<file path="config.mk">
export PLATFORM = sky130hd
export DESIGN_NAME = partial_register_alu_executor
export DESIGN_NICKNAME = d
export VERILOG_FILES = /design/src/hdl/pra_pkg.sv /design/src/hdl/pra_decode.sv /design/src/hdl/pra_exec.sv /design/src/hdl/pra_out_stage.sv /design/src/hdl/partial_register_alu_executor.sv
export VERILOG_INCLUDE_DIRS = /design/src /design/src/hdl
export SDC_FILE = /design/constraint.sdc
export NUM_CORES = 1
export LEC_CHECK = 0
export BUFFER_PORTS_ARGS = -buffer_cell sky130_fd_sc_hd__buf_4
export CAP_MARGIN = 20
export CORE_MARGIN = 2
export CORE_UTILIZATION = 35
export CTS_CLUSTER_SIZE = 12
export DETAILED_ROUTE_END_ITERATION = 8
export PLACE_DENSITY = 0.58
export SYNTH_ARGS = -nofsm -noshare
export SYNTH_HDL_FRONTEND = slang
export SYNTH_HIERARCHICAL = 1
export SYNTH_SLANG_ARGS = --single-unit
</file>
<file path="constraint.sdc">
create_clock -name clk -period 10.9 [get_ports clk]
set_input_delay 1.635 -clock clk [delete_from_list [all_inputs] [get_ports clk]]
set_output_delay 1.635 -clock clk [all_outputs]
set_load 0.02 [all_outputs]
</file>
<file path="src/hdl/assert_macros.svh">
// Assertion macros shared by the RTL of the partial register ALU executor.
// Macros expect clk in the including scope; PRA_ASSERT also expects rst_n.
`ifndef ASSERT_MACROS_SVH
`define ASSERT_MACROS_SVH

// Clocked check, disabled while reset is held
`define PRA_ASSERT(lbl, prop, msg) \
  lbl: assert property (@(posedge clk) disable iff (!rst_n) prop) else $error(msg);

// Clocked check that also runs during reset
`define PRA_ASSERT_ALWAYS(lbl, prop, msg) \
  lbl: assert property (@(posedge clk) prop) else $error(msg);

`endif

</file>
<file path="src/hdl/pra_pkg.sv">
// Shared types and codes for the partial register ALU executor.
// No dependencies; imported by every module of the block.
package pra_pkg;

  // Request type codes
  localparam logic [2:0] REQ_MOV  = 3'd0;
  localparam logic [2:0] REQ_ADD  = 3'd1;
  localparam logic [2:0] REQ_SUB  = 3'd2;
  localparam logic [2:0] REQ_SHOW = 3'd3;

  // Operand selector codes
  localparam logic [3:0] SEL_EAX  = 4'd0;
  localparam logic [3:0] SEL_EDX  = 4'd2;
  localparam logic [3:0] SEL_AX   = 4'd3;
  localparam logic [3:0] SEL_DX   = 4'd5;
  localparam logic [3:0] SEL_AL   = 4'd6;
  localparam logic [3:0] SEL_DH   = 4'd11;
  localparam logic [3:0] SEL_EIP  = 4'd12;
  localparam logic [3:0] SEL_IMM  = 4'd14;

  localparam int unsigned DATA_W = 32;

  // Access width of a register selector
  typedef enum logic [1:0] {
    W_DWORD,
    W_WORD,
    W_BYTE
  } width_t;

  // ALU operation
  typedef enum logic [1:0] {
    ALU_MOV,
    ALU_ADD,
    ALU_SUB
  } alu_t;

  // Source of a show result
  typedef enum logic [1:0] {
    SHOW_REG,
    SHOW_EIP,
    SHOW_IMM
  } show_t;

  // Decoded request, handed from decode to execute
  typedef struct packed {
    logic   wr_en;     // valid mov/add/sub
    logic   show_en;   // valid show, produces a result
    alu_t   alu;
    show_t  show_kind;
    logic [1:0] dst_reg;
    width_t dst_w;
    logic   dst_hi;
    logic   src_imm;
    logic [1:0] src_reg;
    width_t src_w;
    logic   src_hi;
  } dec_t;

endpackage

</file>
<file path="src/hdl/pra_decode.sv">
// Request decoder: turns type and operand selectors into a dec_t.
// Depends on pra_pkg.
module pra_decode
  import pra_pkg::*;
(
  input  logic [2:0] req_type,
  input  logic [3:0] first_operand,
  input  logic [3:0] second_operand,
  output dec_t       dec
);

  typedef struct packed {
    logic       ok;
    logic [1:0] rsel;
    width_t     w;
    logic       hi;
  } sel_t;

  // Register selector -> register, width, byte lane
  function automatic sel_t sel_decode(input logic [3:0] sel);
    sel_t       s;
    logic [3:0] k;
    s = '{ok: 1'b0, rsel: 2'd0, w: W_DWORD, hi: 1'b0};
    k = 4'd0;
    if (sel <= SEL_EDX) begin
      s.ok   = 1'b1;
      s.rsel = sel[1:0];
    end else if (sel <= SEL_DX) begin
      k      = sel - SEL_AX;
      s.ok   = 1'b1;
      s.rsel = k[1:0];
      s.w    = W_WORD;
    end else if (sel <= SEL_DH) begin
      k      = sel - SEL_AL;
      s.ok   = 1'b1;
      s.rsel = k[2:1];
      s.w    = W_BYTE;
      s.hi   = k[0];
    end
    return s;
  endfunction

  sel_t s1, s2;
  logic src_ok;

  assign s1     = sel_decode(first_operand);
  assign s2     = sel_decode(second_operand);
  assign src_ok = s2.ok || (second_operand == SEL_IMM);

  always_comb begin
    dec.dst_reg = s1.rsel;
    dec.dst_w   = s1.w;
    dec.dst_hi  = s1.hi;
    dec.src_imm = !s2.ok;
    dec.src_reg = s2.rsel;
    dec.src_w   = s2.w;
    dec.src_hi  = s2.hi;

    // show: register, counter or immediate; anything else is dropped
    dec.show_en = (req_type == REQ_SHOW) &&
                  (s1.ok || first_operand == SEL_EIP || first_operand == SEL_IMM);
    if (s1.ok) begin
      dec.show_kind = SHOW_REG;
    end else if (first_operand == SEL_EIP) begin
      dec.show_kind = SHOW_EIP;
    end else begin
      dec.show_kind = SHOW_IMM;
    end

    // arithmetic needs a register destination and a usable source
    dec.wr_en = 1'b0;
    dec.alu   = ALU_MOV;
    case (req_type)
      REQ_MOV: begin
        dec.wr_en = s1.ok && src_ok;
        dec.alu   = ALU_MOV;
      end
      REQ_ADD: begin
        dec.wr_en = s1.ok && src_ok;
        dec.alu   = ALU_ADD;
      end
      REQ_SUB: begin
        dec.wr_en = s1.ok && src_ok;
        dec.alu   = ALU_SUB;
      end
      default: begin
        dec.wr_en = 1'b0;
        dec.alu   = ALU_MOV;
      end
    endcase
  end

endmodule

</file>
<file path="src/hdl/pra_exec.sv">
// Register file (three accumulators, instruction counter) and the ALU.
// Depends on pra_pkg and assert_macros.svh.
`include "assert_macros.svh"
module pra_exec
  import pra_pkg::*;
(
  input  logic              clk,
  input  logic              rst_n,
  input  logic              adv,        // staged request executes this cycle
  input  dec_t              dec,
  input  logic [DATA_W-1:0] imm,
  output logic [DATA_W-1:0] show_value
);

  localparam int unsigned BYTE_W = 8;
  localparam int unsigned WORD_W = 16;

  logic [DATA_W-1:0] acc_a_r, acc_c_r, acc_d_r, instr_cnt_r;
  logic [DATA_W-1:0] acc_a_nxt, acc_c_nxt, acc_d_nxt, instr_cnt_nxt;
  logic [DATA_W-1:0] dst_word, src_word, dst_val, src_val, res, wmask, merged;

  function automatic logic [DATA_W-1:0] reg_pick(input logic [1:0] rsel,
                                                 input logic [DATA_W-1:0] a,
                                                 input logic [DATA_W-1:0] c,
                                                 input logic [DATA_W-1:0] d);
    logic [DATA_W-1:0] v;
    case (rsel)
      2'd0:    v = a;
      2'd1:    v = c;
      default: v = d;
    endcase
    return v;
  endfunction

  function automatic logic [DATA_W-1:0] lane_mask(input width_t w);
    logic [DATA_W-1:0] m;
    case (w)
      W_WORD:  m = {{(DATA_W-WORD_W){1'b0}}, {WORD_W{1'b1}}};
      W_BYTE:  m = {{(DATA_W-BYTE_W){1'b0}}, {BYTE_W{1'b1}}};
      default: m = {DATA_W{1'b1}};
    endcase
    return m;
  endfunction

  // Extract the addressed bits, zero-extended
  function automatic logic [DATA_W-1:0] lane_read(input logic [DATA_W-1:0] word,
                                                  input width_t w,
                                                  input logic hi);
    logic [DATA_W-1:0] sh;
    sh = hi ? (word >> BYTE_W) : word;
    return sh & lane_mask(w);
  endfunction

  // Operand reads
  assign dst_word = reg_pick(dec.dst_reg, acc_a_r, acc_c_r, acc_d_r);
  assign src_word = reg_pick(dec.src_reg, acc_a_r, acc_c_r, acc_d_r);
  assign dst_val  = lane_read(dst_word, dec.dst_w, dec.dst_hi);
  assign src_val  = dec.src_imm ? imm : lane_read(src_word, dec.src_w, dec.src_hi);

  // ALU; truncation to the lane happens in the merge
  always_comb begin
    case (dec.alu)
      ALU_ADD: res = dst_val + src_val;
      ALU_SUB: res = dst_val - src_val;
      default: res = src_val;
    endcase
  end

  // Merge result into the addressed lane only
  assign wmask  = dec.dst_hi ? (lane_mask(dec.dst_w) << BYTE_W) : lane_mask(dec.dst_w);
  assign merged = (dst_word & ~wmask) | ((dec.dst_hi ? (res << BYTE_W) : res) & wmask);

  // Next state
  always_comb begin
    acc_a_nxt     = acc_a_r;
    acc_c_nxt     = acc_c_r;
    acc_d_nxt     = acc_d_r;
    instr_cnt_nxt = instr_cnt_r;
    if (adv) begin
      instr_cnt_nxt = instr_cnt_r + 1'b1;
      if (dec.wr_en) begin
        case (dec.dst_reg)
          2'd0:    acc_a_nxt = merged;
          2'd1:    acc_c_nxt = merged;
          default: acc_d_nxt = merged;
        endcase
      end
    end
  end

  always_ff @(posedge clk) begin
    if (!rst_n) begin
      acc_a_r     <= '0;
      acc_c_r     <= '0;
      acc_d_r     <= '0;
      instr_cnt_r <= '0;
    end else begin
      acc_a_r     <= acc_a_nxt;
      acc_c_r     <= acc_c_nxt;
      acc_d_r     <= acc_d_nxt;
      instr_cnt_r <= instr_cnt_nxt;
    end
  end

  // Show result; the counter is shown after this request's increment
  always_comb begin
    case (dec.show_kind)
      SHOW_REG: show_value = dst_val;
      SHOW_EIP: show_value = instr_cnt_r + 1'b1;
      default:  show_value = imm;
    endcase
  end

  `PRA_ASSERT(a_cnt_step, adv |=> (instr_cnt_r == $past(instr_cnt_r) + 1'b1), "counter did not step on an executed request")
  `PRA_ASSERT(a_idle_hold, !adv |=> ($stable(instr_cnt_r) && $stable(acc_a_r) && $stable(acc_c_r) && $stable(acc_d_r)), "state changed without a request")
  `PRA_ASSERT(a_nowr_hold, (adv && !dec.wr_en) |=> ($stable(acc_a_r) && $stable(acc_c_r) && $stable(acc_d_r)), "accumulator written by a non-writing request")

endmodule

</file>
<file path="src/hdl/pra_out_stage.sv">
// Output register for show results, decoupling the result channel.
// Depends on pra_pkg.
module pra_out_stage
  import pra_pkg::*;
(
  input  logic              clk,
  input  logic              rst_n,
  input  logic              load,
  input  logic [DATA_W-1:0] load_data,
  output logic              can_load,
  output logic              out_valid,
  input  logic              out_ready,
  output logic [DATA_W-1:0] out_data
);

  logic              out_vld_r, out_vld_nxt;
  logic [DATA_W-1:0] data_r;

  // Free, or emptying this cycle
  assign can_load = !out_vld_r || out_ready;

  always_comb begin
    if (load) begin
      out_vld_nxt = 1'b1;
    end else if (out_ready) begin
      out_vld_nxt = 1'b0;
    end else begin
      out_vld_nxt = out_vld_r;
    end
  end

  always_ff @(posedge clk) begin
    if (!rst_n) begin
      out_vld_r <= 1'b0;
    end else begin
      out_vld_r <= out_vld_nxt;
    end
  end

  always_ff @(posedge clk) begin
    if (load) begin
      data_r <= load_data;
    end
  end

  assign out_valid = out_vld_r;
  assign out_data  = data_r;

endmodule

</file>
<file path="src/hdl/partial_register_alu_executor.sv">
// Top level of the partial register ALU executor: input stage, decode,
// execute and output register. Depends on pra_pkg and the pra_* modules.
//
//   Channel | Direction | Ports
//   --------+-----------+-----------------------------------------------------
//   in      | request   | in_valid, in_ready, in_req_type, in_first_operand,
//           |           | in_second_operand, in_imm_value
//   out     | result    | out_valid, out_ready, out_show_value
//
// One request per cycle unless a show request waits on a held result: each
// request is decoded into the input register, then executes against the
// accumulators and counter, with the state update and any show result
// registered at the same edge. A show result is valid once it is loaded
// into the output register when its request executes.
// Reset (synchronous, active low) clears accumulators, counter and valids.
// A held result stalls only a show request waiting in the input register;
// other requests keep flowing until a show request reaches the input register.
module partial_register_alu_executor
  import pra_pkg::*;
(
  input  logic              clk,
  input  logic              rst_n,
  input  logic              in_valid,
  output logic              in_ready,
  input  logic [2:0]        in_req_type,
  input  logic [3:0]        in_first_operand,
  input  logic [3:0]        in_second_operand,
  input  logic [DATA_W-1:0] in_imm_value,
  output logic              out_valid,
  input  logic              out_ready,
  output logic [DATA_W-1:0] out_show_value
);

  dec_t              dec_in, dec_r;
  logic [DATA_W-1:0] imm_r;
  logic              stg_vld_r, stg_vld_nxt;
  logic              stg_adv, out_can_load;
  logic [DATA_W-1:0] show_value;

  pra_decode u_decode (
    .req_type       (in_req_type),
    .first_operand  (in_first_operand),
    .second_operand (in_second_operand),
    .dec            (dec_in)
  );

  // Staged request executes unless its result has nowhere to go
  assign stg_adv  = stg_vld_r && (!dec_r.show_en || out_can_load);
  assign in_ready = !stg_vld_r || stg_adv;

  always_comb begin
    if (in_valid && in_ready) begin
      stg_vld_nxt = 1'b1;
    end else if (stg_adv) begin
      stg_vld_nxt = 1'b0;
    end else begin
      stg_vld_nxt = stg_vld_r;
    end
  end

  always_ff @(posedge clk) begin
    if (!rst_n) begin
      stg_vld_r <= 1'b0;
    end else begin
      stg_vld_r <= stg_vld_nxt;
    end
  end

  // Input register payload
  always_ff @(posedge clk) begin
    if (in_valid && in_ready) begin
      dec_r <= dec_in;
      imm_r <= in_imm_value;
    end
  end

  pra_exec u_exec (
    .clk        (clk),
    .rst_n      (rst_n),
    .adv        (stg_adv),
    .dec        (dec_r),
    .imm        (imm_r),
    .show_value (show_value)
  );

  pra_out_stage u_out (
    .clk       (clk),
    .rst_n     (rst_n),
    .load      (stg_adv && dec_r.show_en),
    .load_data (show_value),
    .can_load  (out_can_load),
    .out_valid (out_valid),
    .out_ready (out_ready),
    .out_data  (out_show_value)
  );

endmodule
</file>
== Yosys cells after proc, flatten, opt, wreduce, memory -nomap -nowiden ==
Index checks and enable logic that the tools add are counted.

* Bits in registers: 211
* Latch bits: 0
* Bits in writable memories: 0
* ROM bits: 0
* Output and inout bits: 34
* Word-level logic and storage cells: 111
* Memories kept: 0

* Add/subtract/negate cells: 7
* Multiply operators: 0
* Divide/modulo/power cells: 0
* $lt $le $gt $ge: 6
* Eq/ne operators: 15
* Shifts and indexed selects: 0
* Muxes and demuxes: 23
* Bitwise operators: 9
* Reduce and logical (&&, ||, !) cells: 30

{| class="wikitable"
|+ Operators by type and width
! kind !! count
|-
| one-hot mux 32 bit (2 select lines) || 6
|-
| 2-to-1 mux 32 bit || 5
|-
| bitwise AND 32 bit || 4
|-
| adder 32 x 1 -> 32 bit (second input constant) || 1
|-
| adder 32 bit || 1
|-
| NOT 32 bit || 1
|-
| OR 32 bit || 1
|-
| subtractor 32 bit || 1
|-
| == test 2 x 1 -> 1 bit (second input constant) || 6
|-
| == test 4 bit (second input constant) || 3
|-
| 2-to-1 mux 6 bit || 2
|-
| 2-to-1 mux 5 bit || 2
|-
| AND reduction 3 bit || 3
|-
| OR reduction 3 bit || 3
|-
| <= comparator 4 x 2 -> 1 bit (second input constant) || 2
|-
| <= comparator 4 x 3 -> 1 bit (second input constant) || 2
|-
| <= comparator 4 bit (second input constant) || 2
|-
| == test 2 bit (second input constant) || 3
|-
| == test 3 x 2 -> 1 bit (second input constant) || 2
|-
| zero test 2 bit || 3
|-
| logical OR 1 bit || 6
|-
| 2-to-1 mux 3 bit || 2
|-
| OR reduction 2 bit || 3
|-
| subtractor 3 bit (second input constant) || 2
|-
| 10 further kinds || 24
|}

== Logic depth before layout (Yosys ltp) ==
* Depth in word-level cells: 10
* Depth in mapped cells: 23
* Gate-level depth less buffers: 22

== Cells and area by module ==
The synthesis kept the hierarchy.

{| class="wikitable"
|+ Modules (own cells, without submodules)
! module !! instances !! cells each !! area each (um2)
|-
| pra_exec || 1 || 1528 || 11338.4
|-
| partial_register_alu_executor || 1 || 57 || 1554.0
|-
| pra_out_stage || 1 || 36 || 1009.7
|-
| pra_decode || 1 || 65 || 439.2
|}

== Worst setup path after synthesis ==
No wires, ideal clock.

* Path type: register to register
* Start: register dec_r[0] (netlist name)
* End: register u_exec.acc_a_r[31]
* Library setup time: 70 ps
* Arrival: 5170 ps
* Required time: 10830 ps
* Setup slack: 5660 ps
* Stages on the path, launching flop included: 23
* Path buffers: 2
* Cell sequence: edfxtp_1 > buf_4 > inv_1 > buf_1 > mux4_2 > mux2i_1 > and4_4 > nand4_4 > nor2_1 > a21oi_1 > xor2_1 > ha_1 > a211oi_1 > o21ai_0 > nand3_1 > o221ai_1 > or2_2 > a21oi_1 > xor2_1 > o211a_1 > a2111oi_0 > o211ai_2 > o21ai_1

* Longest elaborated chain between the ends: 8
* Elaborated cells between the ends (all ways): 9

{| class="wikitable"
|+ RTL lines
! what !! line !! text
|-
| start, declared || partial_register_alu_executor.sv:34 || <nowiki>dec_t dec_in, dec_r;</nowiki>
|-
| start signal, assigned || partial_register_alu_executor.sv:72 || <nowiki>dec_r <= dec_in;</nowiki>
|-
| 2-to-1 mux 32 bit (*) || pra_exec.sv:50 || <nowiki>sh = hi ? (word >> BYTE_W) : word;</nowiki>
|-
| bitwise AND 32 bit (*) || pra_exec.sv:51 || <nowiki>return sh & lane_mask(w);</nowiki>
|-
| 2-to-1 mux 32 bit (*) || pra_exec.sv:58 || <nowiki>assign src_val = dec.src_imm ? imm : lane_read(src_word, dec.src_w, dec.src_hi);</nowiki>
|-
| subtractor 32 bit or adder 32 bit (tied branches) || pra_exec.sv:64, pra_exec.sv:63 ||
|-
| one-hot mux 32 bit (2 select lines) (*) || pra_exec.sv:62 || <nowiki>case (dec.alu)</nowiki>
|-
| 2-to-1 mux 32 bit (*) || pra_exec.sv:71 || <nowiki>assign merged = (dst_word & ~wmask) | ((dec.dst_hi ? (res << BYTE_W) : res) & wmask);</nowiki>
|-
| bitwise AND 32 bit (*) || pra_exec.sv:71 ||
|-
| OR 32 bit (*) || pra_exec.sv:71 ||
|-
| end signal, assigned || pra_exec.sv:98 || <nowiki>acc_a_r <= acc_a_nxt;</nowiki>
|-
| end, declared || pra_exec.sv:18 || <nowiki>logic [DATA_W-1:0] acc_a_r, acc_c_r, acc_d_r, instr_cnt_r;</nowiki>
|}

Every way passes the cells marked *; elsewhere a longest branch is shown, timed or not.
A chain may end at the register's enable or synchronous reset.

== Worst setup path after layout ==
* Start: register dec_r[0] (netlist name)
* End: register u_exec.acc_a_r[30]

Same word-level chain as after synthesis.

==> results.toml <==
[timing]
maxClockFrequency_mhz = 154
min_period_ps = 6510
drv_slew = 0
finalHoldViolCount = 0
tightestPinTransition_ps = 958
grt_setup_unrepaired = "false"
clock_skew_ps = 38.1
max-slew-margin-rel_pct = 35.3
finalSetupTns_ps = 0
final.period_utilization_pct = 59.7
number_of_failing_setup_endpoints_in_the_final_timing_report = 0
finalWorstSetupSlack_ps = 4390

[global_route]
grt_antenna_before_repair = 0
grt_max_degree = 72
grt_remaining_overflow = 0
first_global_vias = 11900
grt_first_pass_wirelength_mm = 70.6
gr-usage-all-layers_pct = 21.6

[die]
design.core.area_sq_mm = 0.0406
initial_core_util_pct = 35.3
boundaryPins = 81
die-height_um = 206
fp.dieArea_sq_mm = 0.0426
die_w_um = 206
placement_rows = 74

[placement]
post-dp-hpwl_mm = 33.6
placedCellCount = 2197
finalWeightedCongestion = 0.942
pre_cts_ws_ps = 4510
numPortBuffers = 80

[synth]
synth_top_flop_cell = "sky130_fd_sc_hd__dfxtp_1"
synth_top_area_share_pct = 18.1
number_of_flops_mapped_to_enable_cells_by_yosys = 81
cell_type_with_the_highest_aggregate_area_in_the_netlist = "sky130_fd_sc_hd__dfxtp_1"
cell_types_occupying_the_most_area_after_synthesis = "sky130_fd_sc_hd__dfxtp_1, sky130_fd_sc_hd__edfxtp_1, sky130_fd_sc_hd__mux2i_1"
synth.yosys.warnings = 6
seq_area_frac_synth_pct = 35.1
synth.lib_cells_used.distinct = 81
post_synth_design_cell_area_sq_mm = 0.0143
synth_seq_cells = 211
post_synthesis_area_per_instance_sq_um = 8.51
asyncSetResetFlopFracSynth_pct = 0
postSynthNetCount = 1776
synth_cells = 1686

[hold_path]
cell_depth_of_the_worst_min_delay_path = 2
min-delay-path-class = "register to register"
min_from = "u_exec/acc_a_r[8]"
hold_worst_path_end = "u_exec/acc_a_r[8]"

[layout]
fin_cells = 2243
drive_gt1_share_pct = 12.5
layout.cells.most_common_list = "sky130_fd_sc_hd__nor2_1, sky130_fd_sc_hd__nand2_1, sky130_fd_sc_hd__a21oi_1"
leading_cell_type_in_the_layout_fill_and_taps_excluded = "sky130_fd_sc_hd__nor2_1"
nets = 1782
area.growth.synth_to_final_pct = 12.1
antennaDiodeCount = 0

[power_and_ir_drop]
design_power_total_uw = 2100
cellPowerDensity_mw_per_mm2 = 131
worst_voltage_drop_across_the_vdd_grid_mv = 0.0864
leakage_uw = 0.00616

[clock_network]
clock_path_buffers = 3
post_cts.repair.setup_buffers = 0
cts-resized-gates = 0
cts_tree = "done"
clk_latency_ps = 570
cts.sinks = 211
cts_hold_repair.buffers = 0
cts-htree-levels = 1
cts-buffers-inserted = 25
clk_pin_slew_worst_paths_ps = 60
clock_tree.root_cell = "sky130_fd_sc_hd__clkbuf_16"

[worst_setup_path]
worst_setup_path_start_kind = "register"
reg2reg_from = "dec_r[0]"
timing_worst_setup_path_type = "register to register"
worst_path_most_repeated_cell = "sky130_fd_sc_hd__a21oi_1"
cell_chain_of_the_critical_path = "buf_4 -> inv_1 -> mux4_2 -> mux2i_1 -> and4_4 -> nand2_1 -> nor2_1 -> a21oi_1 -> xor2_1 -> ha_1 -> a2111oi_0 -> a211oi_1 -> or2_2 -> a221oi_1 -> xnor2_1 -> o21ai_0 -> a21oi_1 -> a221oi_1 -> a21oi_1"
worstPathRequired_ps = 11300
worst_r2r_path_depth = 19
reg2reg_to = "u_exec/acc_a_r[30]"
critical-path-top-delay-family = "compound AO/OA/AOI/OAI gates"
reg2reg_slack_ps = 4390
worst_path_maximum_fanout = 19
cpPeakStageDelay_ps = 600
nature_of_the_critical_path_endpoint = "register"
worst-path-buf-inv = 2
slowest_cell_on_the_critical_path = "sky130_fd_sc_hd__mux4_2"
data_arrival_at_the_endpoint_of_the_critical_path_ps = 6910

[drt]
drt_first_iter_violations = 1200
detailroute.via_count = 12800
vias_per_cell = 5.73
final_routed_wire_length_divided_by_cell_count_um = 20.6
totalWireLength_mm = 46.2
drt.antenna.violating_nets = 0
drt-pass1-iter-count = 5
drc = 0

[status]
status = "completed"

[job]
max_cap_violations = 0
## registers in the layout (all words and copies together), names as in the netlist, 17 cells and up
register            cells
dec_r                  17
imm_r                  32
u_exec/acc_a_r         32
u_exec/acc_c_r         32
u_exec/acc_d_r         32
u_exec/instr_cnt_r     32
u_out/out_data         32
## worst max-delay path by stage
stage	cells past startpoint	start	slack, ps	to
2_1_floorplan	22	dec_r[0]	5660	u_exec/acc_a_r[31]
3_3_place_gp	19	dec_r[0]	4570	u_exec/acc_a_r[30]
3_5_place_dp	19	dec_r[0]	4510	u_exec/acc_a_r[30]
4_1_cts	19	dec_r[0]	4440	u_exec/acc_a_r[30]
5_1_grt	19	dec_r[0]	3820	u_exec/acc_a_r[30]
6_report	19	dec_r[0]	4390	u_exec/acc_a_r[30]
## cells in the mapped netlist, types with 6 or more instances
| library cell | number |
|---|---|
| sky130_fd_sc_hd__nor2_1 | 189 |
| sky130_fd_sc_hd__nand2_1 | 188 |
| sky130_fd_sc_hd__a21oi_1 | 147 |
| sky130_fd_sc_hd__dfxtp_1 | 130 |
| sky130_fd_sc_hd__o21ai_0 | 128 |
| sky130_fd_sc_hd__clkbuf_1 | 89 |
| sky130_fd_sc_hd__edfxtp_1 | 81 |
| sky130_fd_sc_hd__mux2i_1 | 74 |
| sky130_fd_sc_hd__xor2_1 | 56 |
| sky130_fd_sc_hd__xnor2_1 | 54 |
| sky130_fd_sc_hd__a211oi_1 | 47 |
| sky130_fd_sc_hd__ha_1 | 42 |
| sky130_fd_sc_hd__nand3_1 | 35 |
| sky130_fd_sc_hd__inv_1 | 31 |
| sky130_fd_sc_hd__a21o_1 | 26 |
| sky130_fd_sc_hd__and2_1 | 24 |
| sky130_fd_sc_hd__and3_1 | 24 |
| sky130_fd_sc_hd__buf_1 | 23 |
| sky130_fd_sc_hd__mux2_2 | 21 |
| sky130_fd_sc_hd__nor3_1 | 19 |
| sky130_fd_sc_hd__mux4_2 | 18 |
| sky130_fd_sc_hd__a31oi_1 | 17 |
| sky130_fd_sc_hd__nand2b_1 | 15 |
| sky130_fd_sc_hd__o211ai_1 | 15 |
| sky130_fd_sc_hd__nor2b_1 | 14 |
| sky130_fd_sc_hd__a22oi_1 | 11 |
| sky130_fd_sc_hd__nand4_1 | 11 |
| sky130_fd_sc_hd__o31ai_1 | 11 |
| sky130_fd_sc_hd__mux2_1 | 9 |
| sky130_fd_sc_hd__mux2_4 | 8 |
| sky130_fd_sc_hd__o21a_1 | 8 |
| sky130_fd_sc_hd__a21boi_0 | 6 |
| sky130_fd_sc_hd__a221oi_1 | 6 |
| sky130_fd_sc_hd__or2_2 | 6 |
## kinds of logic (layout without fill, tap and decap cells)
group	Yosys count	count (layout)	share of synthesized area [%]
adder cells (fa/ha/maj)	43	43	3.80
multiplexers	130	130	11.2
AND/OR/NAND/NOR	560	560	18.2
flip-flops	211	211	35.1
XOR/XNOR	111	111	6.88
AO/OA/AOI/OAI	479	479	20.6
buffers and inverters	152	177	4.26
## worst reg2reg max path, stage by stage (launching register included)
cell,delay [ps]
sky130_fd_sc_hd__edfxtp_1,350
sky130_fd_sc_hd__buf_4,250
sky130_fd_sc_hd__inv_1,540
sky130_fd_sc_hd__mux4_2,610
sky130_fd_sc_hd__mux2i_1,370
sky130_fd_sc_hd__and4_4,350
sky130_fd_sc_hd__nand2_1,60
sky130_fd_sc_hd__nor2_1,190
sky130_fd_sc_hd__a21oi_1,120
sky130_fd_sc_hd__xor2_1,190
sky130_fd_sc_hd__ha_1,350
sky130_fd_sc_hd__a2111oi_0,530
sky130_fd_sc_hd__a211oi_1,290
sky130_fd_sc_hd__or2_2,410
sky130_fd_sc_hd__a221oi_1,340
sky130_fd_sc_hd__xnor2_1,90
sky130_fd_sc_hd__o21ai_0,490
sky130_fd_sc_hd__a21oi_1,150
sky130_fd_sc_hd__a221oi_1,530
sky130_fd_sc_hd__a21oi_1,130
## per-layer routing
metal | track usage, % | vias to the layer above | share of wire (%)
met5 | 0 | - | 0
met4 | 7.70 | 0 | 3.6
met3 | 3.19 | 94 | 6.6
met2 | 35.8 | 472 | 47
met1 | 28.5 | 6168 | 43
li1 | - | 6108 | -
## through the flow
stage                     hold WS [ps]  instance area (sq um)  util, %
after floorplan                    444                  14300        -
after global placement             458                  15300     37.6
final                              475                  16100     39.6
after CTS                          476                  16100     39.6
after global routing               495                  16100     39.6
after detailed placement           468                  15300     37.6
## report_power, final
| group | internal, uW | switching, uW |
|---|---|---|
| clock | 495 | 354 |
| sequential | 844 | 15.3 |
| combinational | 138 | 258 |
## layout make-up
type	count	area [sq um]
Fill cell	4094	24600
Multi-Input combinational cell	1323	8710
Sequential cell	211	5030
Timing Repair Buffer	98	736
Tap cell	532	666
Clock buffer	30	644
Clock inverter	16	171
Inverter	33	124
Note: power is estimated with default switching activity, not from simulation.
